$ cat config.mk
export PLATFORM = sky130hd
export DESIGN_NAME = multichannel_pulse_period_meter
export DESIGN_NICKNAME = d
export VERILOG_FILES = /design/src/design/ppm_pkg.sv /design/src/design/multichannel_pulse_period_meter.sv /design/src/design/ppm_div.sv
export SDC_FILE = /design/constraint.sdc
export NUM_CORES = 2
export LEC_CHECK = 0
export BUFFER_PORTS_ARGS = -buffer_cell sky130_fd_sc_hd__clkbuf_2
export CAP_MARGIN = 10
export CORE_ASPECT_RATIO = 1.25
export CORE_MARGIN = 3
export CORE_UTILIZATION = 50
export DETAILED_ROUTE_END_ITERATION = 8
export HOLD_SLACK_MARGIN = 0.12
export PLACE_DENSITY = 0.66
export SYNTH_ARGS = -nofsm -noshare
export SYNTH_HDL_FRONTEND = slang
export SYNTH_HIERARCHICAL = 1
export SYNTH_SLANG_ARGS = --single-unit
export TNS_END_PERCENT = 20
$ cat constraint.sdc
create_clock -name clk -period 17.4 [get_ports clk]
set_clock_uncertainty 0.1 [all_clocks]
set_input_delay 1.74 -clock clk [delete_from_list [all_inputs] [get_ports clk]]
set_output_delay 1.74 -clock clk [all_outputs]
set_load 0.02 [all_outputs]
$ cat src/design/ppm_pkg.sv
// ----------------------------------------------------------------------------
// ppm_pkg
// Types and constants shared by the pulse period meter and its divider.
// ----------------------------------------------------------------------------
package ppm_pkg;

  // Field widths
  localparam int CMD_W   = 3;
  localparam int CH_W    = 4;
  localparam int TIME_W  = 16;
  localparam int CNT_W   = 32;
  localparam int FREQ_W  = 14;

  // Default channel count
  localparam int DEF_CHANNELS = 16;

  // Fixed values
  localparam logic [TIME_W-1:0] TIME_INVALID = 16'hFFFF;
  localparam logic [FREQ_W-1:0] FREQ_SCALE   = 14'd10000;

  // Command codes
  localparam logic [CMD_W-1:0] CMD_TICK   = 3'd0;
  localparam logic [CMD_W-1:0] CMD_EDGE   = 3'd1;
  localparam logic [CMD_W-1:0] CMD_CONFIG = 3'd2;
  localparam logic [CMD_W-1:0] CMD_QUERY  = 3'd3;
  localparam logic [CMD_W-1:0] CMD_CLEAR  = 3'd4;

  // Status codes
  localparam logic STAT_OK    = 1'b0;
  localparam logic STAT_NOCFG = 1'b1;

  // Input beat
  typedef struct packed {
    logic [CMD_W-1:0]  cmd;
    logic [CH_W-1:0]   channel;
    logic [TIME_W-1:0] timebase_ms;
  } in_t;

  // Result beat
  typedef struct packed {
    logic              status;
    logic [CNT_W-1:0]  event_count;
    logic [TIME_W-1:0] period_ms;
    logic [FREQ_W-1:0] frequency;
    logic [TIME_W-1:0] age_ms;
  } out_t;

  // Per-channel measurement entry
  typedef struct packed {
    logic [CNT_W-1:0]  count;
    logic [TIME_W-1:0] last_time;
    logic [TIME_W-1:0] last_period;
  } chan_t;

  // Sequencer states
  typedef enum logic [1:0] {
    ST_IDLE,
    ST_RMW,
    ST_DIV
  } state_t;

endpackage

$ cat src/design/multichannel_pulse_period_meter.sv
// ----------------------------------------------------------------------------
// multichannel_pulse_period_meter
// Multichannel edge counter with period, frequency and age per channel.
// ----------------------------------------------------------------------------
// A command beat is taken when start is high and busy is low. Tick advances
// the 16-bit ms time base, edge counts one edge on a configured channel,
// configure sets the channel timebase (first time also clears the channel),
// query reports count, period, frequency (0.1 Hz) and age, clear zeroes the
// count. Query and clear give exactly one result beat, on out_data for one
// cycle with out_valid high; the receiver cannot stall, so a result is never
// held. Other commands give no result.
// Tick, configure, unknown command and any command on an unconfigured
// channel are done in idle; edge, clear and a query without a frequency
// read the channel memory, then write back; a query with a frequency then
// runs the 14-step iterative divider before its result is given.
// Per-channel state is in two one-read, one-write memories (counters and
// timebases); channel enable bits are flip-flops.
// Reset (synchronous, rst_n low) clears the time base and all enable bits;
// busy is high while reset is held. No clearing pass is needed.
// ----------------------------------------------------------------------------
module multichannel_pulse_period_meter #(
  parameter int CHANNELS = ppm_pkg::DEF_CHANNELS
) (
  input  logic          clk,
  input  logic          rst_n,
  input  logic          start,
  output logic          busy,
  input  ppm_pkg::in_t  in_data,
  output logic          out_valid,
  output ppm_pkg::out_t out_data
);
  import ppm_pkg::*;

  localparam int IDX_W = (CHANNELS > 1) ? $clog2(CHANNELS) : 1;
  localparam int CHX_W = (IDX_W > CH_W) ? IDX_W : CH_W;

  // Channel memories
  chan_t             cnt_mem [CHANNELS];
  logic [TIME_W-1:0] tb_mem  [CHANNELS];

  state_t            state_r, state_nxt;
  logic [TIME_W-1:0] now_r, now_nxt;
  logic [CHANNELS-1:0] en_r, en_nxt;
  logic              out_valid_r, out_valid_nxt;
  out_t              out_data_r, out_data_nxt;
  out_t              res_r, res_nxt;
  logic [CMD_W-1:0]  cmd_r, cmd_nxt;
  logic [IDX_W-1:0]  idx_r, idx_nxt;
  chan_t             rd_r;
  logic [TIME_W-1:0] rd_tb_r;

  // Memory port controls
  logic              rd_en;
  logic              a_we;
  chan_t             a_wdata;
  logic              tb_we;

  logic              accept;
  logic [CHX_W-1:0]  ch_ext;
  logic [IDX_W-1:0]  idx_in;
  logic              ch_in_range;
  logic              ch_ok;

  // Query evaluation
  logic              per_valid;
  logic [TIME_W-1:0] age_raw;
  logic              stale;
  logic [TIME_W-1:0] age_q;
  logic [TIME_W-1:0] lp_q;
  logic              measure;
  logic [TIME_W-1:0] per_q;
  logic              need_div;
  logic [TIME_W:0]   sum17;
  logic [TIME_W:0]   dbl17;
  logic [TIME_W-1:0] divisor;
  logic [TIME_W-1:0] edge_d;

  logic              div_start;
  logic              div_done;
  logic [FREQ_W-1:0] div_q;

  // Handshake and channel decode
  assign busy        = (state_r != ST_IDLE) || !rst_n;
  assign accept      = start && !busy;
  assign ch_ext      = CHX_W'(in_data.channel);
  assign idx_in      = ch_ext[IDX_W-1:0];
  assign ch_in_range = (int'(in_data.channel) < CHANNELS);
  assign ch_ok       = ch_in_range && en_r[idx_in];

  // Query arithmetic on the read entry
  always_comb begin
    per_valid = (rd_r.last_period != TIME_INVALID);
    age_raw   = now_r - rd_r.last_time;
    stale     = per_valid && (rd_tb_r < age_raw);
    age_q     = (per_valid && !stale) ? age_raw : TIME_INVALID;
    lp_q      = stale ? TIME_INVALID : rd_r.last_period;
    measure   = (rd_tb_r != '0) && (age_q < rd_tb_r);
    per_q     = measure ? ((lp_q == '0) ? TIME_W'(1) : lp_q) : TIME_INVALID;
    need_div  = measure && (lp_q != '0);
    sum17     = {1'b0, lp_q} + {1'b0, age_q};
    dbl17     = {lp_q, 1'b0};
    divisor   = (dbl17 < {1'b0, age_q}) ? sum17[TIME_W:1] : lp_q;
    edge_d    = now_r - rd_r.last_time;
  end

  // Next state
  always_comb begin
    state_nxt = state_r;
    case (state_r)
      ST_IDLE: begin
        if (accept && ch_ok &&
            (in_data.cmd inside {CMD_EDGE, CMD_QUERY, CMD_CLEAR})) begin
          state_nxt = ST_RMW;
        end
      end
      ST_RMW: begin
        if (cmd_r == CMD_QUERY && need_div) begin
          state_nxt = ST_DIV;
        end else begin
          state_nxt = ST_IDLE;
        end
      end
      ST_DIV: begin
        if (div_done) begin
          state_nxt = ST_IDLE;
        end
      end
      default: state_nxt = ST_IDLE;
    endcase
  end

  // Outputs and datapath
  always_comb begin
    now_nxt       = now_r;
    en_nxt        = en_r;
    out_valid_nxt = 1'b0;
    out_data_nxt  = out_data_r;
    res_nxt       = res_r;
    cmd_nxt       = cmd_r;
    idx_nxt       = idx_r;
    rd_en         = 1'b0;
    a_we          = 1'b0;
    a_wdata       = rd_r;
    tb_we         = 1'b0;
    div_start     = 1'b0;
    case (state_r)
      ST_IDLE: begin
        if (accept) begin
          cmd_nxt = in_data.cmd;
          idx_nxt = idx_in;
          case (in_data.cmd)
            CMD_TICK: now_nxt = now_r + 1'b1;
            CMD_EDGE: rd_en = ch_ok;
            CMD_CONFIG: begin
              if (ch_in_range) begin
                tb_we = 1'b1;
                if (!en_r[idx_in]) begin
                  en_nxt[idx_in] = 1'b1;
                  a_we           = 1'b1;
                  a_wdata        = '0;
                end
              end
            end
            CMD_QUERY, CMD_CLEAR: begin
              if (ch_ok) begin
                rd_en = 1'b1;
              end else begin
                out_valid_nxt = 1'b1;
                out_data_nxt  = '{status: STAT_NOCFG, event_count: '0,
                                  period_ms: TIME_INVALID, frequency: '0,
                                  age_ms: TIME_INVALID};
              end
            end
            default: ;
          endcase
        end
      end
      ST_RMW: begin
        case (cmd_r)
          CMD_EDGE: begin
            a_we                = 1'b1;
            a_wdata.count       = rd_r.count + 1'b1;
            a_wdata.last_period = (edge_d == '0) ? TIME_W'(1) : edge_d;
            a_wdata.last_time   = now_r;
          end
          CMD_CLEAR: begin
            a_we          = 1'b1;
            a_wdata.count = '0;
            out_valid_nxt = 1'b1;
            out_data_nxt  = '{status: STAT_OK, event_count: '0,
                              period_ms: TIME_INVALID, frequency: '0,
                              age_ms: TIME_INVALID};
          end
          CMD_QUERY: begin
            // stale period is invalidated in the entry
            a_we                = stale;
            a_wdata.last_period = lp_q;
            res_nxt = '{status: STAT_OK, event_count: rd_r.count,
                        period_ms: per_q, frequency: '0, age_ms: age_q};
            if (need_div) begin
              div_start = 1'b1;
            end else begin
              out_valid_nxt = 1'b1;
              out_data_nxt  = res_nxt;
            end
          end
          default: ;
        endcase
      end
      ST_DIV: begin
        if (div_done) begin
          out_valid_nxt          = 1'b1;
          out_data_nxt           = res_r;
          out_data_nxt.frequency = div_q;
        end
      end
      default: ;
    endcase
  end

  // Channel memories: write in idle or write-back, registered read
  always_ff @(posedge clk) begin
    if (a_we) begin
      cnt_mem[(state_r == ST_IDLE) ? idx_in : idx_r] <= a_wdata;
    end
    if (tb_we) begin
      tb_mem[idx_in] <= in_data.timebase_ms;
    end
    if (rd_en) begin
      rd_r    <= cnt_mem[idx_in];
      rd_tb_r <= tb_mem[idx_in];
    end
  end

  // Control state
  always_ff @(posedge clk) begin
    if (!rst_n) begin
      state_r     <= ST_IDLE;
      now_r       <= '0;
      en_r        <= '0;
      out_valid_r <= 1'b0;
    end else begin
      state_r     <= state_nxt;
      now_r       <= now_nxt;
      en_r        <= en_nxt;
      out_valid_r <= out_valid_nxt;
    end
  end

  // Payload registers
  always_ff @(posedge clk) begin
    out_data_r <= out_data_nxt;
    res_r      <= res_nxt;
    cmd_r      <= cmd_nxt;
    idx_r      <= idx_nxt;
  end

  ppm_div u_div (
    .clk      (clk),
    .rst_n    (rst_n),
    .start    (div_start),
    .divisor  (divisor),
    .done     (div_done),
    .quotient (div_q)
  );

  assign out_valid = out_valid_r;
  assign out_data  = out_data_r;

  // Checks
  a_res_idle: assert property (@(posedge clk) disable iff (!rst_n)
    out_valid_r |-> (state_r == ST_IDLE)) else $error("result while sequencer busy");
  a_div_state: assert property (@(posedge clk) disable iff (!rst_n)
    div_done |-> (state_r == ST_DIV)) else $error("divider done outside divide state");
  a_nocfg_fixed: assert property (@(posedge clk) disable iff (!rst_n)
    (out_valid_r && out_data_r.status == STAT_NOCFG) |->
      (out_data_r.event_count == '0 && out_data_r.period_ms == TIME_INVALID &&
       out_data_r.frequency == '0)) else $error("unconfigured result not fixed");
  a_rmw_once: assert property (@(posedge clk) disable iff (!rst_n)
    (state_r == ST_RMW) |=> (state_r != ST_RMW)) else $error("write-back repeated");

endmodule

$ cat src/design/ppm_div.sv
// ----------------------------------------------------------------------------
// ppm_div
// Restoring divider, one quotient bit per cycle: FREQ_SCALE / divisor.
// ----------------------------------------------------------------------------
module ppm_div (
  input  logic                        clk,
  input  logic                        rst_n,
  input  logic                        start,
  input  logic [ppm_pkg::TIME_W-1:0]  divisor,
  output logic                        done,
  output logic [ppm_pkg::FREQ_W-1:0]  quotient
);
  import ppm_pkg::*;

  localparam int STEP_W = $clog2(FREQ_W);
  localparam logic [STEP_W-1:0] LAST_STEP = STEP_W'(FREQ_W - 1);

  logic              busy_r, busy_nxt;
  logic              done_r, done_nxt;
  logic [STEP_W-1:0] cnt_r, cnt_nxt;
  logic [TIME_W-1:0] rem_r, rem_nxt;
  logic [TIME_W-1:0] d_r, d_nxt;
  logic [FREQ_W-1:0] q_r, q_nxt;

  logic [TIME_W:0]   shifted;
  logic [TIME_W:0]   diff;
  logic              ge;

  // One trial subtraction per cycle
  always_comb begin
    shifted = {rem_r, q_r[FREQ_W-1]};
    diff    = shifted - {1'b0, d_r};
    ge      = (shifted >= {1'b0, d_r});
  end

  always_comb begin
    busy_nxt = busy_r;
    done_nxt = 1'b0;
    cnt_nxt  = cnt_r;
    rem_nxt  = rem_r;
    d_nxt    = d_r;
    q_nxt    = q_r;
    if (start) begin
      busy_nxt = 1'b1;
      cnt_nxt  = '0;
      rem_nxt  = '0;
      d_nxt    = divisor;
      q_nxt    = FREQ_SCALE;
    end else if (busy_r) begin
      rem_nxt = ge ? diff[TIME_W-1:0] : shifted[TIME_W-1:0];
      q_nxt   = {q_r[FREQ_W-2:0], ge};
      cnt_nxt = cnt_r + 1'b1;
      if (cnt_r == LAST_STEP) begin
        busy_nxt = 1'b0;
        done_nxt = 1'b1;
      end
    end
  end

  // Control state
  always_ff @(posedge clk) begin
    if (!rst_n) begin
      busy_r <= 1'b0;
      done_r <= 1'b0;
    end else begin
      busy_r <= busy_nxt;
      done_r <= done_nxt;
    end
  end

  // Datapath
  always_ff @(posedge clk) begin
    cnt_r <= cnt_nxt;
    rem_r <= rem_nxt;
    d_r   <= d_nxt;
    q_r   <= q_nxt;
  end

  assign done     = done_r;
  assign quotient = q_r;

  // Checks
  a_start_idle: assert property (@(posedge clk) disable iff (!rst_n)
    start |-> !busy_r) else $error("divider started while busy");
  a_done_pulse: assert property (@(posedge clk) disable iff (!rst_n)
    done_r |=> !done_r) else $error("divider done longer than one cycle");
  a_done_excl: assert property (@(posedge clk) disable iff (!rst_n)
    done_r |-> !busy_r) else $error("divider done while still iterating");

endmodule

Word-level counts from Yosys, hierarchy flattened --
Memory sizes are Yosys's and may differ from the RTL's. A register that Yosys moved wholly into a read port is not among the register bits. Cells that the tools add are included.
Storage, ports and cells: word-level logic and storage cells 146, flip-flop bits (word level) 237, output and inout port bits 81, memory bits (writable) 1280, memories kept 2, input bits 26
Memories:
- cnt_mem | depth 16, width 64, rd ports 1, clocked after Yosys merged registers in 1, write ports 1, line multichannel_pulse_period_meter.sv:38 | chan_t cnt_mem [CHANNELS];
- tb_mem | depth 16, width 16, rd ports 1, clocked after Yosys merged registers in 1, write ports 1, line multichannel_pulse_period_meter.sv:39 | logic [TIME_W-1:0] tb_mem [CHANNELS];
Cells by class: equal/unequal tests 18, magnitude comparators 6, $add $sub $neg 6, bitwise operators 4, reduce and logical (&&, ||, !) cells 31, muxes and demuxes 59
Operators with widths (number):
- $mux 79 | 5
- $pmux 79 s3 | 1
- $mux 64 | 3
- $pmux 79 s2 | 1
- $mux 16 | 8
- $pmux 64 s2 | 1
- $pmux 32 s2 | 1
- $add 32x1->32 const B | 1
- $logic_not 16->1 | 2
- $lt 16x16->1 | 2
- $pmux 16 s2 | 1
- $reduce_bool 16->1 | 2
- $sub 16x16->16 | 2
- $mux 1 | 26
- $add 16x16->17 | 1
- $ge 17x16->1 | 1
- $lt 17x16->1 | 1
- $add 16x1->16 const B | 1
- $ne 16x16->1 const B | 1
- $or 16x16->16 | 1
- $eq 3x2->1 const B | 3
- $logic_and 1x1->1 | 9
- $pmux 1 s2 | 4
- $reduce_and 7->1 | 1
- other kinds (30) | 45

Logic depth before layout (Yosys ltp) --
depth after elaboration 13, gate-level depth with buffers 35, gate-level depth less buffers 34

Cells and area by module --
Netlist, hierarchy kept.
Modules (own cells, without submodules):
- multichannel_pulse_period_meter | area an instance 62501.2 sq um, sequential area each 46044.2 sq um, cells an instance 3170, instances 1
- ppm_div | area an instance 2884.0 sq um, sequential area each 1201.2 sq um, cells an instance 305, instances 1

Worst setup path after synthesis --
No wires, ideal clock.
path kind register to register, start register now_r[0], end register out_data_r, in the netlist out_data[0] (enable), cell stages (with the launch flop) 28, arrival time 9077 ps, path slack 7706 ps, clock period less this slack 9694 ps, path buffers 1, library setup time 517 ps, data required time 16783 ps, cells stage by stage dfxtp_1 inv_1 ha_1 inv_1 fa_1 a211oi_1 o21ai_1 a21oi_2 o31ai_1 o21a_1 nor2_1 xnor2_1 inv_1 ha_1 and4_1 nand3_1 a2111oi_0 or3_4 a31oi_2 nor2_1 clkbuf_1 nand2_1 ha_1 nand3_1 or3_1 o41ai_4 nor4_2 nor2_1
On the way: word-level cells in the longest chain between the ends 11, elaborated cells between the ends (all ways) 13, those cells by class add/sub (1); order compare (2); eq/ne (1); mux (2); reduce/logical (7)
Ends and longest elaborated chain:
- start, declared | line multichannel_pulse_period_meter.sv:42 | logic [TIME_W-1:0] now_r, now_nxt;
- start signal, assigned | line multichannel_pulse_period_meter.sv:244 | now_r <= now_nxt;
- $sub 16x16->16 (*) | line multichannel_pulse_period_meter.sv:93 | age_raw = now_r - rd_r.last_time;
- $lt 16x16->1 | line multichannel_pulse_period_meter.sv:94 | stale = per_valid && (rd_tb_r < age_raw);
- $logic_and 1x1->1 | line multichannel_pulse_period_meter.sv:94
- $logic_not 1->1 | line multichannel_pulse_period_meter.sv:95 | age_q = (per_valid && !stale) ? age_raw : TIME_INVALID;
- $logic_and 1x1->1 | line multichannel_pulse_period_meter.sv:95
- $mux 16 (*) | line multichannel_pulse_period_meter.sv:95
- via age_q[15] | line multichannel_pulse_period_meter.sv:68 | logic [TIME_W-1:0] age_q;
- $lt 16x16->1 (*) | line multichannel_pulse_period_meter.sv:97 | measure = (rd_tb_r != '0) && (age_q < rd_tb_r);
- $logic_and 1x1->1 (*) | line multichannel_pulse_period_meter.sv:97
- $logic_and 1x1->1 (*) | line multichannel_pulse_period_meter.sv:99 | need_div = measure && (lp_q != '0);
- $ne 3x3->1 (no source line) (*)
- $reduce_and 7->1 (no source line) (*)
- end signal, assigned | line multichannel_pulse_period_meter.sv:252 | out_data_r <= out_data_nxt;
- end, declared | line multichannel_pulse_period_meter.sv:45 | out_t out_data_r, out_data_nxt;
Mark *: on every way through the listed nets, which the timed path passes. The rest lies on a longest branch. A chain may end at the register's enable or synchronous reset.

Worst setup path after layout --
start register now_r[0], end register u_div.rem_r[15]
On the way: word-level cells in the longest chain between the ends 12, elaborated cells between the ends (all ways) 14, those cells by class add/sub (1); order compare (2); mux (5); reduce/logical (6)
Ends and longest elaborated chain:
- $sub 16x16->16 (*) | line multichannel_pulse_period_meter.sv:93
- $lt 16x16->1 | line multichannel_pulse_period_meter.sv:94
- $logic_and 1x1->1 | line multichannel_pulse_period_meter.sv:94
- $logic_not 1->1 | line multichannel_pulse_period_meter.sv:95
- $logic_and 1x1->1 | line multichannel_pulse_period_meter.sv:95
- $mux 16 (*) | line multichannel_pulse_period_meter.sv:95
- via age_q[8] | line multichannel_pulse_period_meter.sv:68
- $lt 16x16->1 (*) | line multichannel_pulse_period_meter.sv:97
- $logic_and 1x1->1 (*) | line multichannel_pulse_period_meter.sv:97
- $logic_and 1x1->1 (*) | line multichannel_pulse_period_meter.sv:99
- $mux 1 (*) | line multichannel_pulse_period_meter.sv:200 | if (need_div) begin
- $mux 1 (*) | line multichannel_pulse_period_meter.sv:179 | case (cmd_r)
- $mux 1 (*) | line multichannel_pulse_period_meter.sv:146 | case (state_r)
- via div_start | line multichannel_pulse_period_meter.sv:78 | logic div_start;
- end signal, assigned | line ppm_div.sv:74 | rem_r <= rem_nxt;
- end, declared | line ppm_div.sv:21 | logic [TIME_W-1:0] rem_r, rem_nxt;
Marks and branches as above.

==> metrics.txt <==
run status=completed; syn_nets=3601; dpl cells=5220; CTS tree=done; RSZ-0062 raised after global routing=no; initial core utilization=50.6%; Worst-Margin Slew=1.22 ns; I/O pin cnt=107; Routed Antenna Nets=0; Max Transition Viols Final=0; post_cts resized=0; flops & latches, synth=1597; R2R Setup Slk=8.74 ns; global-route wire length before repair=228 mm; Gate Count Post-Synth=3475; Leakage=23.9 nW; htree depth=4; Placed Area=68400 µm²; Bufs on Longest Clock Path=3; Syn Area/Cell=18.8 µm²; routed wire length=153 mm; Syn-to-layout area delta=12.5%; beginning of the worst register-to-register path=now_r[0]; stages on the worst setup path=36; commonest non-fill, non-tap cells in the layout=1526 x edfxtp_1, 405 x mux4_2, 172 x nand2_1; period utilization=49.8%; number of synthesized flops with an enable pin=1526; full die area=135000 µm²; die width=329 µm; Pwr per Cell Area=106 nW/µm²; fin area=73500 µm²; PortBufs=106; core area=129000 µm²; Fill cells=9592; vias per inst=6.15; worst-skew pair later-pin latency=0.79 ns; Post-synth top flop=edfxtp_1; Yosys top cell area share=70.1%; reg2reg end=u_div/rem_r[15]; layout cells sized above 1=24.5%; drt drc=0; Vias=33900; Synthesis Warnings=6; grt total ovfl=0; delay-heaviest family, CP=simple AND/OR/NAND/NOR gates; clock input transition at the sequential cells of the worst setup and hold paths=0.06 ns; commonest non-fill, non-tap cell in the layout=edfxtp_1; clock root buffer master=clkbuf_16; startpoint type of the worst setup path=flip-flop; Setup Buffers After CTS=0; Nets=3790; CP max FO=47; Async SR Flop Fraction=0%; CP most frequent cell=inv_1; Final Hold Vio Count=0; synth top area cells=edfxtp_1 70%, mux4_2 14%, dfxtp_1 2.2%, ha_1 1.9%, a22o_1 1.1%; gr usage total=23.0%; HP Class=reg -> reg; fin cells=5506; DPL Wire Length=84.8 mm; setup_tns=0 ns; largest net degree at the start of global routing=97; DRT iter0 DRCs=3191; Setup-failing EPs final=0; relative slew slack=18.4%; Wirelength per Cell=27.8 µm; Die Ht=410 µm; reg2reg path depth=36; Tmin final=8.66 ns; cell taking the most area after synthesis=edfxtp_1; CP endpoint=u_div/rem_r[15]; sequential fraction of the synthesis area=72.3%; Post-Syn Area=65400 µm²; antenna violations before repair=4; kind of critical path=reg -> reg; CP max stage cell=nor2_1; router iterations before antenna repair=5; hold buffers post-CTS=0; num rows=147; Num CTS Buffers=154; WP buf/inv=6; post-synth cell types=92; Peak Freq=0.115 GHz; crit path DAT=9.18 ns; Final Wtd Congestion=0.859; number of global-route vias before repair=34500; CTS Sinks=1597; max_cap viols=0; Worst Setup SP=now_r[0]; Max VDD drop=81.0 µV; Min Hold Slack=0.392 ns; crit end category=flip-flop; worst path required time=17.92 ns; Critical Path Max Stage Delay=0.67 ns
worst register-to-register path, delay by kind of cell (launching register included):
| family | cells | cell delay (ns) |
|---|---|---|
| xor gates and xnor gates | 1 | 0.17 |
| adders and majority gates | 4 | 1.17 |
| buffers and inverters | 6 | 1.43 |
| DFF | 1 | 0.34 |
| and+or+nand+nor | 12 | 2.83 |
| AOI/OAI and AO/OA | 13 | 2.45 |
synth_stat cells (all sizes together) (39+ instances only):
library cell	number
mux4	405
nand3	64
edfxtp	1526
ha	97
clkbuf	127
nor2	123
nand2	172
a22o	79
buf	39
a21oi	85
o21ai	104
inv	105
dfxtp	71
layer usage:
| metal | track usage, % | wire [µm] | share of wire (%) |
|---|---|---|---|
| met1 | 31.1 | 61100 | 40 |
| met3 | 3.82 | 9660 | 6.3 |
| met5 | 0 | 27 | 0.018 |
| met4 | 6.42 | 3600 | 2.4 |
| met2 | 39.0 | 78500 | 51 |
power by group:
group	total, mW	internal, mW	switching (mW)
registers	4.18	4.18	0.00495
logic	0.254	0.118	0.135
clock network	3.38	1.95	1.43
through the flow:
step | utilization, % | power, mW | worst slack (ns)
after floorplan | - | 4.45 | 7.71
after global placement | 53.0 | 4.52 | 8.95
after detailed placement | 53.0 | 4.52 | 8.81
after CTS | 56.9 | 7.88 | 8.79
after global routing | 56.9 | 8.05 | 7.97
final | 57.0 | 7.81 | 8.74
cell type report:
cell class | instances | area (µm²) | area share (%)
flip-flops and latches | 1597 | 47200 | 64.3
multi-input cells | 1606 | 17300 | 23.6
clock buffers | 188 | 4120 | 5.60
well taps | 1713 | 2140 | 2.91
repair buffers | 199 | 1280 | 1.74
clock inverters | 94 | 1010 | 1.37
inverters | 106 | 398 | 0.541
diodes | 3 | 7.51 | 0.0102
state kept, by name, indices dropped and copies added (netlist names):
name            cells
idx_r               4
u_div/busy_r        1
now_r              16
u_div/rem_r        16
out_valid           1
tb_mem            256
u_div/cnt_r         4
out_data           79
u_div/d_r          16
u_div/quotient     14
cmd_r               3
cnt_mem          1024
rd_tb_r            16
rd_r               64
en_r               16
res_r              64
u_div/done          1
state_r             2
worst min path at each step:
stage                        start        end  slack (ns)  cells after the start
after floorplan           rd_r[38]  res_r[52]        0.32                      0
after global placement    en_r[14]   en_r[14]        0.37                      2
after detailed placement   en_r[7]    en_r[7]        0.37                      2
after CTS                  en_r[7]    en_r[7]        0.39                      2
after global routing       en_r[2]    en_r[2]        0.42                      2
final                      en_r[7]    en_r[7]        0.39                      2
cells by family (layout without fill, tap and decap cells):
logic type | after synthesis | after routing | share of synthesized area (%)
AO/OA/AOI/OAI | 430 | 430 | 4.59
XOR/XNOR | 46 | 46 | 0.639
adder cells (fa/ha/maj) | 100 | 100 | 1.95
buffers and inverters | 272 | 587 | 1.58
flip-flops | 1597 | 1597 | 72.3
multiplexers | 438 | 438 | 14.5
other | 0 | 3 | 0
AND/OR/NAND/NOR | 592 | 592 | 4.52
Note: power is estimated with default switching activity, not from simulation.
